$ cat src/rtl/rna_pkg.sv
// Package: shared types and constants for the rational number ALU.
`timescale 1ns / 1ps
package rna_pkg;
   localparam logic [2:0] CMD_ADD  = 3'd0;
   localparam logic [2:0] CMD_SUB  = 3'd1;
   localparam logic [2:0] CMD_MUL  = 3'd2;
   localparam logic [2:0] CMD_DIV  = 3'd3;
   localparam logic [2:0] CMD_CMP  = 3'd4;
   localparam logic [2:0] CMD_NORM = 3'd5;

   localparam logic [1:0] ST_OK   = 2'd0;
   localparam logic [1:0] ST_DIV0 = 2'd1;
   localparam logic [1:0] ST_OVF  = 2'd2;

   typedef enum logic [3:0] {
      S_IDLE, S_LOAD, S_MUL, S_COMB, S_GCD_START, S_GCD_DIV,
      S_GCD_STEP, S_QUO_START, S_QUO_DIV, S_QUO_NEXT, S_CHECK, S_DONE
   } state_type;

   typedef struct packed {
      logic load;
      logic mul;
      logic comb;
      logic gcd_start;
      logic div_start;
      logic div_step;
      logic gcd_step;
      logic quo_sel_den;
      logic quo_take;
      logic check;
      logic emit;
   } cmd_type;

   typedef struct packed {
      logic early_done;
      logic gcd_zero;
      logic div_done;
      logic quo_second;
   } stat_type;
endpackage

$ cat src/rtl/rna_ctrl.sv
// Controller: sequences load, multiply, gcd and reduction steps.
`timescale 1ns / 1ps
module rna_ctrl (
   input  logic             clock,
   input  logic             reset,
   input  logic             start,
   output logic             busy,
   input  rna_pkg::stat_type stat,
   output rna_pkg::cmd_type  cmd
);
   rna_pkg::state_type state_ff, state_in;

   always_ff @(posedge clock) begin
      if (reset) begin
         state_ff <= rna_pkg::S_IDLE;
      end else begin
         state_ff <= state_in;
      end
   end

   always_comb begin
      state_in = state_ff;
      case (state_ff)
         rna_pkg::S_IDLE:      if (start) state_in = rna_pkg::S_LOAD;
         rna_pkg::S_LOAD:      state_in = rna_pkg::S_MUL;
         rna_pkg::S_MUL:       state_in = rna_pkg::S_COMB;
         rna_pkg::S_COMB: begin
            if (stat.early_done) state_in = rna_pkg::S_DONE;
            else state_in = rna_pkg::S_GCD_START;
         end
         rna_pkg::S_GCD_START: begin
            if (stat.gcd_zero) state_in = rna_pkg::S_QUO_START;
            else state_in = rna_pkg::S_GCD_DIV;
         end
         rna_pkg::S_GCD_DIV:   if (stat.div_done) state_in = rna_pkg::S_GCD_STEP;
         rna_pkg::S_GCD_STEP:  state_in = rna_pkg::S_GCD_START;
         rna_pkg::S_QUO_START: state_in = rna_pkg::S_QUO_DIV;
         rna_pkg::S_QUO_DIV:   if (stat.div_done) state_in = rna_pkg::S_QUO_NEXT;
         rna_pkg::S_QUO_NEXT: begin
            if (stat.quo_second) state_in = rna_pkg::S_CHECK;
            else state_in = rna_pkg::S_QUO_START;
         end
         rna_pkg::S_CHECK:     state_in = rna_pkg::S_DONE;
         rna_pkg::S_DONE:      state_in = rna_pkg::S_IDLE;
         default:              state_in = rna_pkg::S_IDLE;
      endcase
   end

   always_comb begin
      cmd  = '0;
      busy = (state_ff != rna_pkg::S_IDLE);
      case (state_ff)
         rna_pkg::S_IDLE:      cmd.load = start;
         rna_pkg::S_LOAD:      cmd.mul = 1'b1;
         rna_pkg::S_MUL:       cmd.comb = 1'b1;
         rna_pkg::S_GCD_START: cmd.div_start = ~stat.gcd_zero;
         rna_pkg::S_GCD_DIV:   cmd.div_step = 1'b1;
         rna_pkg::S_GCD_STEP:  cmd.gcd_step = 1'b1;
         rna_pkg::S_QUO_START: begin
            cmd.div_start   = 1'b1;
            cmd.quo_sel_den = stat.quo_second;
         end
         rna_pkg::S_QUO_DIV:   cmd.div_step = 1'b1;
         rna_pkg::S_QUO_NEXT:  cmd.quo_take = 1'b1;
         rna_pkg::S_CHECK:     cmd.check = 1'b1;
         rna_pkg::S_DONE:      cmd.emit = 1'b1;
         default:              cmd = '0;
      endcase
      cmd.gcd_start = (state_ff == rna_pkg::S_COMB) && !stat.early_done;
   end
endmodule

$ cat config.mk
export PLATFORM = sky130hd
export DESIGN_NAME = rna_ctrl
export DESIGN_NICKNAME = d
export VERILOG_FILES = /design/src/rtl/rna_pkg.sv /design/src/rtl/rna_ctrl.sv
export SDC_FILE = /design/constraint.sdc
export NUM_CORES = 1
export LEC_CHECK = 0
export BUFFER_PORTS_ARGS = -buffer_cell sky130_fd_sc_hd__buf_2
export CORE_AREA = 2 2 39 41
export DETAILED_ROUTE_END_ITERATION = 8
export DIE_AREA = 0 0 41 43
export PLACE_DENSITY_LB_ADDON = 0.05
export SYNTH_ARGS = -nofsm -noshare
export SYNTH_HDL_FRONTEND = slang
export SYNTH_SLANG_ARGS = --single-unit
export TNS_END_PERCENT = 10
$ cat constraint.sdc
create_clock -name clock -period 2.7 [get_ports clock]
set_clock_uncertainty 0.2 [all_clocks]
set_input_delay 0.27 -clock clock [delete_from_list [all_inputs] [get_ports clock]]
set_output_delay 0.27 -clock clock [all_outputs]
set_load 0.02 [all_outputs]
[After elaboration in Yosys (flattened, before gate mapping)]
Cells that the tools add are included.
Operators by class
  eq/ne operators: 14
  bitwise operators: 1
  reduce and logical (&&, ||, !) cells: 6
  multiplexer cells: 17
Operators with widths (count)
  one-hot mux 4 bit (11 select lines): 1
  2-to-1 mux 4 bit: 5
  == test 4 x 3 -> 1 bit, second input constant: 4
  == test 4 bit, second input constant: 4
  2-to-1 mux 1 bit: 9
  == test 4 x 2 -> 1 bit, second input constant: 2
  inequality test 2 bit, second input constant: 3
  == test 4 x 1 -> 1 bit, second input constant: 1
  zero test 4 bit: 1
  nonzero test 4 bit: 1
  AND reduction 3 bit: 1
  2-to-1 mux 2 bit: 1
  one-hot mux 1 bit (2 select lines): 1
  OR reduction 2 bit: 1
  logical AND 1 bit: 1
  zero test 1 bit: 1
  NOT 1 bit: 1
Word-level totals
  bits in registers: 4
  bits of input ports: 7
  word-level logic and storage cells: 39

[Longest topological paths before layout]
  word-level depth: 3
  gate-level depth with buffers: 5
  gate-level depth less buffers: 4

[Least setup slack after synthesis]
OpenSTA, ideal clock, no wires.
  kind: reg-to-output
  start point: reg state_ff[1]
  end point: out cmd[6] (netlist name)
  data required time: 2230 ps
  path buffers: 1
  stages on the path, launching flop included: 4
  arrival time: 1210 ps
  setup slack: 1020 ps
  cell sequence: dfxtp_1 > buf_2 > or3_1 > a21oi_1
RTL lines
  start: declaration: line rna_ctrl.sv:11  | rna_pkg::state_type state_ff, state_in;
  start signal: assignment: line rna_ctrl.sv:15  | state_ff <= rna_pkg::S_IDLE;
  start signal: assignment: line rna_ctrl.sv:17  | state_ff <= state_in;
  end: declaration: line rna_ctrl.sv:9  | output rna_pkg::cmd_type cmd

==> flow_summary_export.csv <==
group,metric,value,unit
layout,final_util,39.2,%
layout,layout-drive-gt1-share,31.3,%
grt,antenna_found_initial,0,
floorplan,start_util,32.4,%
clocking,root_buffer,"clkbuf_4",
floorplan,core-area,1380,µm²
layout,largest_reg_flops,4,
sta,setup_viol,0,
routing,post-route-drc-count,0,
logic_synthesis,yosysWarnings,0,
sta,final-max-slew-violation-count,0,
logic_synthesis,syn_avg_cell_area,6.69,µm²
grt,overflow,0,
power_and_ir_drop,leakagePower,0.248,nW
clocking,cts_hold_buf,0,
sta,fmax,463,MHz
layout,finalInstanceArea,543,µm²
place,io_buffers,18,
clocking,clock_latency,230,ps
worst_setup_path,crit_fanout,14,
clocking,htreeDepth,1,
worst_setup_path,critPathLaunchType,"register",
grt,grt_max_degree,21,
layout,area_delta_synth_final,21.2,%
floorplan,num_rows,14,
logic_synthesis,syn-cell-area,448,µm²
clocking,cts_setup_buffers,0,
sta,tns,0,ps
worst_setup_path,r2r_cells,4,
logic_synthesis,synth_nets,74,
grt,grt_usage,12.6,%
routing,drt-pass1-iter-count,3,
place,place_hpwl,793,µm
worst_setup_path,cp.required,2230,ps
clocking,cts_sinks,4,
worst_setup_path,critPathArrivalTime,1690,ps
routing,vias,502,
clocking,path_clk_slew,30,ps
floorplan,io_pins,19,
logic_synthesis,synth_cell_type_count,25,
routing,detail_route.wl_per_cell,11.0,µm
min_path,whs_path_depth,2,
sta,period_minus_slack,2160,ps
layout,largest-register,"state_ff",
clocking,clk_path_buf_depth,2,
routing,viasPerCell,5.07,
layout,n_antenna_cell,0,
outcome,status,"complete, no violations",
sta,rsz0062_at_grt,"no",
floorplan,die_x,41,µm
worst_setup_path,critPathKind,"register to output port",
sta,max_slew_margin,61.5,%
logic_synthesis,syn_inst,67,
clocking,numCtsBuffers,3,
place,routabilityCongestion,0.758,
min_path,hold_class,"input port to register",
sta,finalCritPeriodShare,80.0,%
place,place_area,520,µm²
job,max_cap_violations,0,
routing,first_iter_violations,4,
power_and_ir_drop,power_per_cell_area,965,nW/µm²
logic_synthesis,ys_ff_latch,4,
sta,timing_hold_violations_final,0,
floorplan,dieArea,1760,µm²
grt,grt_pass1_vias,394,
clocking,post_cts_resized,0,
grt,grt_pass1_wl,1.57,mm
sta,worst_slew_pin_slew,577,ps
power_and_ir_drop,peakVddDrop,0.000354,V
logic_synthesis,ys_seq_area_share,17.9,%
floorplan,die_h,43,µm
worst_setup_path,reg2reg_slack,1060,ps
worst_setup_path,endpoint_kind,"output port",
layout,layout_commonest_cell,"buf_2",
layout,most-common-layout-cells,"18 x buf_2, 10 x nor2_1, 9 x nand2_1, 7 x a21oi_1, 5 x nor3_1",
routing,drtAntennaViolNets,0,
layout,nets,92,
routing,routed_wl,1.09,mm
sta,hold_ws,70.8,ps
layout,layout_top_registers,"state_ff x4",
clocking,cts_tree,"yes",
final timing paths:
path,from,end
max,state_ff[3]$_SDFFE_PP0P_,cmd[5]
min,reset,state_ff[2]$_SDFFE_PP0P_
max reg2reg,state_ff[2]$_SDFFE_PP0P_,state_ff[0]$_SDFFE_PP0P_
min reg2reg,state_ff[3]$_SDFFE_PP0P_,state_ff[3]$_SDFFE_PP0P_
where the power goes:
group	internal, mW	switching, mW
clock	0.0496	0.0228
combinational	0.125	0.169
sequential	0.0790	0.0788
Yosys cell counts:
| master | count | area [µm²] |
|---|---|---|
| nor2_1 | 10 | 37.5 |
| nand2_1 | 9 | 33.8 |
| a21oi_1 | 7 | 35.0 |
| nor3_1 | 5 | 25.0 |
| dfxtp_1 | 4 | 80.1 |
| buf_2 | 3 | 15.0 |
| inv_1 | 3 | 11.3 |
| or3_1 | 3 | 18.8 |
| buf_6 | 2 | 22.5 |
| nand2b_1 | 2 | 12.5 |
| nand3b_1 | 2 | 15.0 |
| o211ai_1 | 2 | 15.0 |
| o21ai_0 | 2 | 10.0 |
| o22a_1 | 2 | 17.5 |
| a211oi_2 | 1 | 12.5 |
| and2b_1 | 1 | 7.51 |
| and3_1 | 1 | 6.26 |
| and4bb_2 | 1 | 12.5 |
| nand3_1 | 1 | 5.00 |
| nand4b_1 | 1 | 8.76 |
| nor2_2 | 1 | 6.26 |
| nor3b_1 | 1 | 7.51 |
| o211ai_2 | 1 | 12.5 |
| o21a_1 | 1 | 7.51 |
| o31ai_2 | 1 | 12.5 |
metal layers:
| layer | wire length [µm] | global-route usage [%] | part of all wire [%] |
|---|---|---|---|
| met1 | 534 | 16.0 | 49 |
| met2 | 506 | 20.0 | 47 |
| met3 | 45 | 1.57 | 4.1 |
| met4 | 0 | 6.00 | 0 |
| met5 | 0 | 0 | 0 |
layout make-up:
cell class | instances | area (µm²)
flip-flops and latches | 4 | 80.1
clock buffers | 3 | 22.5
repair buffers | 18 | 90.1
fillers | 164 | 841
well taps | 16 | 20.0
multi-input cells | 55 | 319
inverters | 3 | 11.3
worst max-delay path, stage by stage, from the launching register on:
cell	delay [ps]
dfxtp_1	580
inv_1	170
or3_1	390
a21oi_1	140
buf_2	180
per-stage QoR:
stage | worst slack [ps] | instances | power, mW
3_3_place_gp | 837 | 96 | 0.460
4_1_cts | 536 | 99 | 0.534
5_1_grt | 434 | 99 | 0.572
2_1_floorplan | 1020 | 67 | 0.392
3_5_place_dp | 794 | 96 | 0.455
6_report | 540 | 99 | 0.524
cell families after synthesis:
group / Yosys count / share of synthesized area, %
simple gates: 38 / 43.9
compound gates: 17 / 27.4
buf+inv: 8 / 10.9
flops: 4 / 17.9
Power figures use the tool's default switching activity.
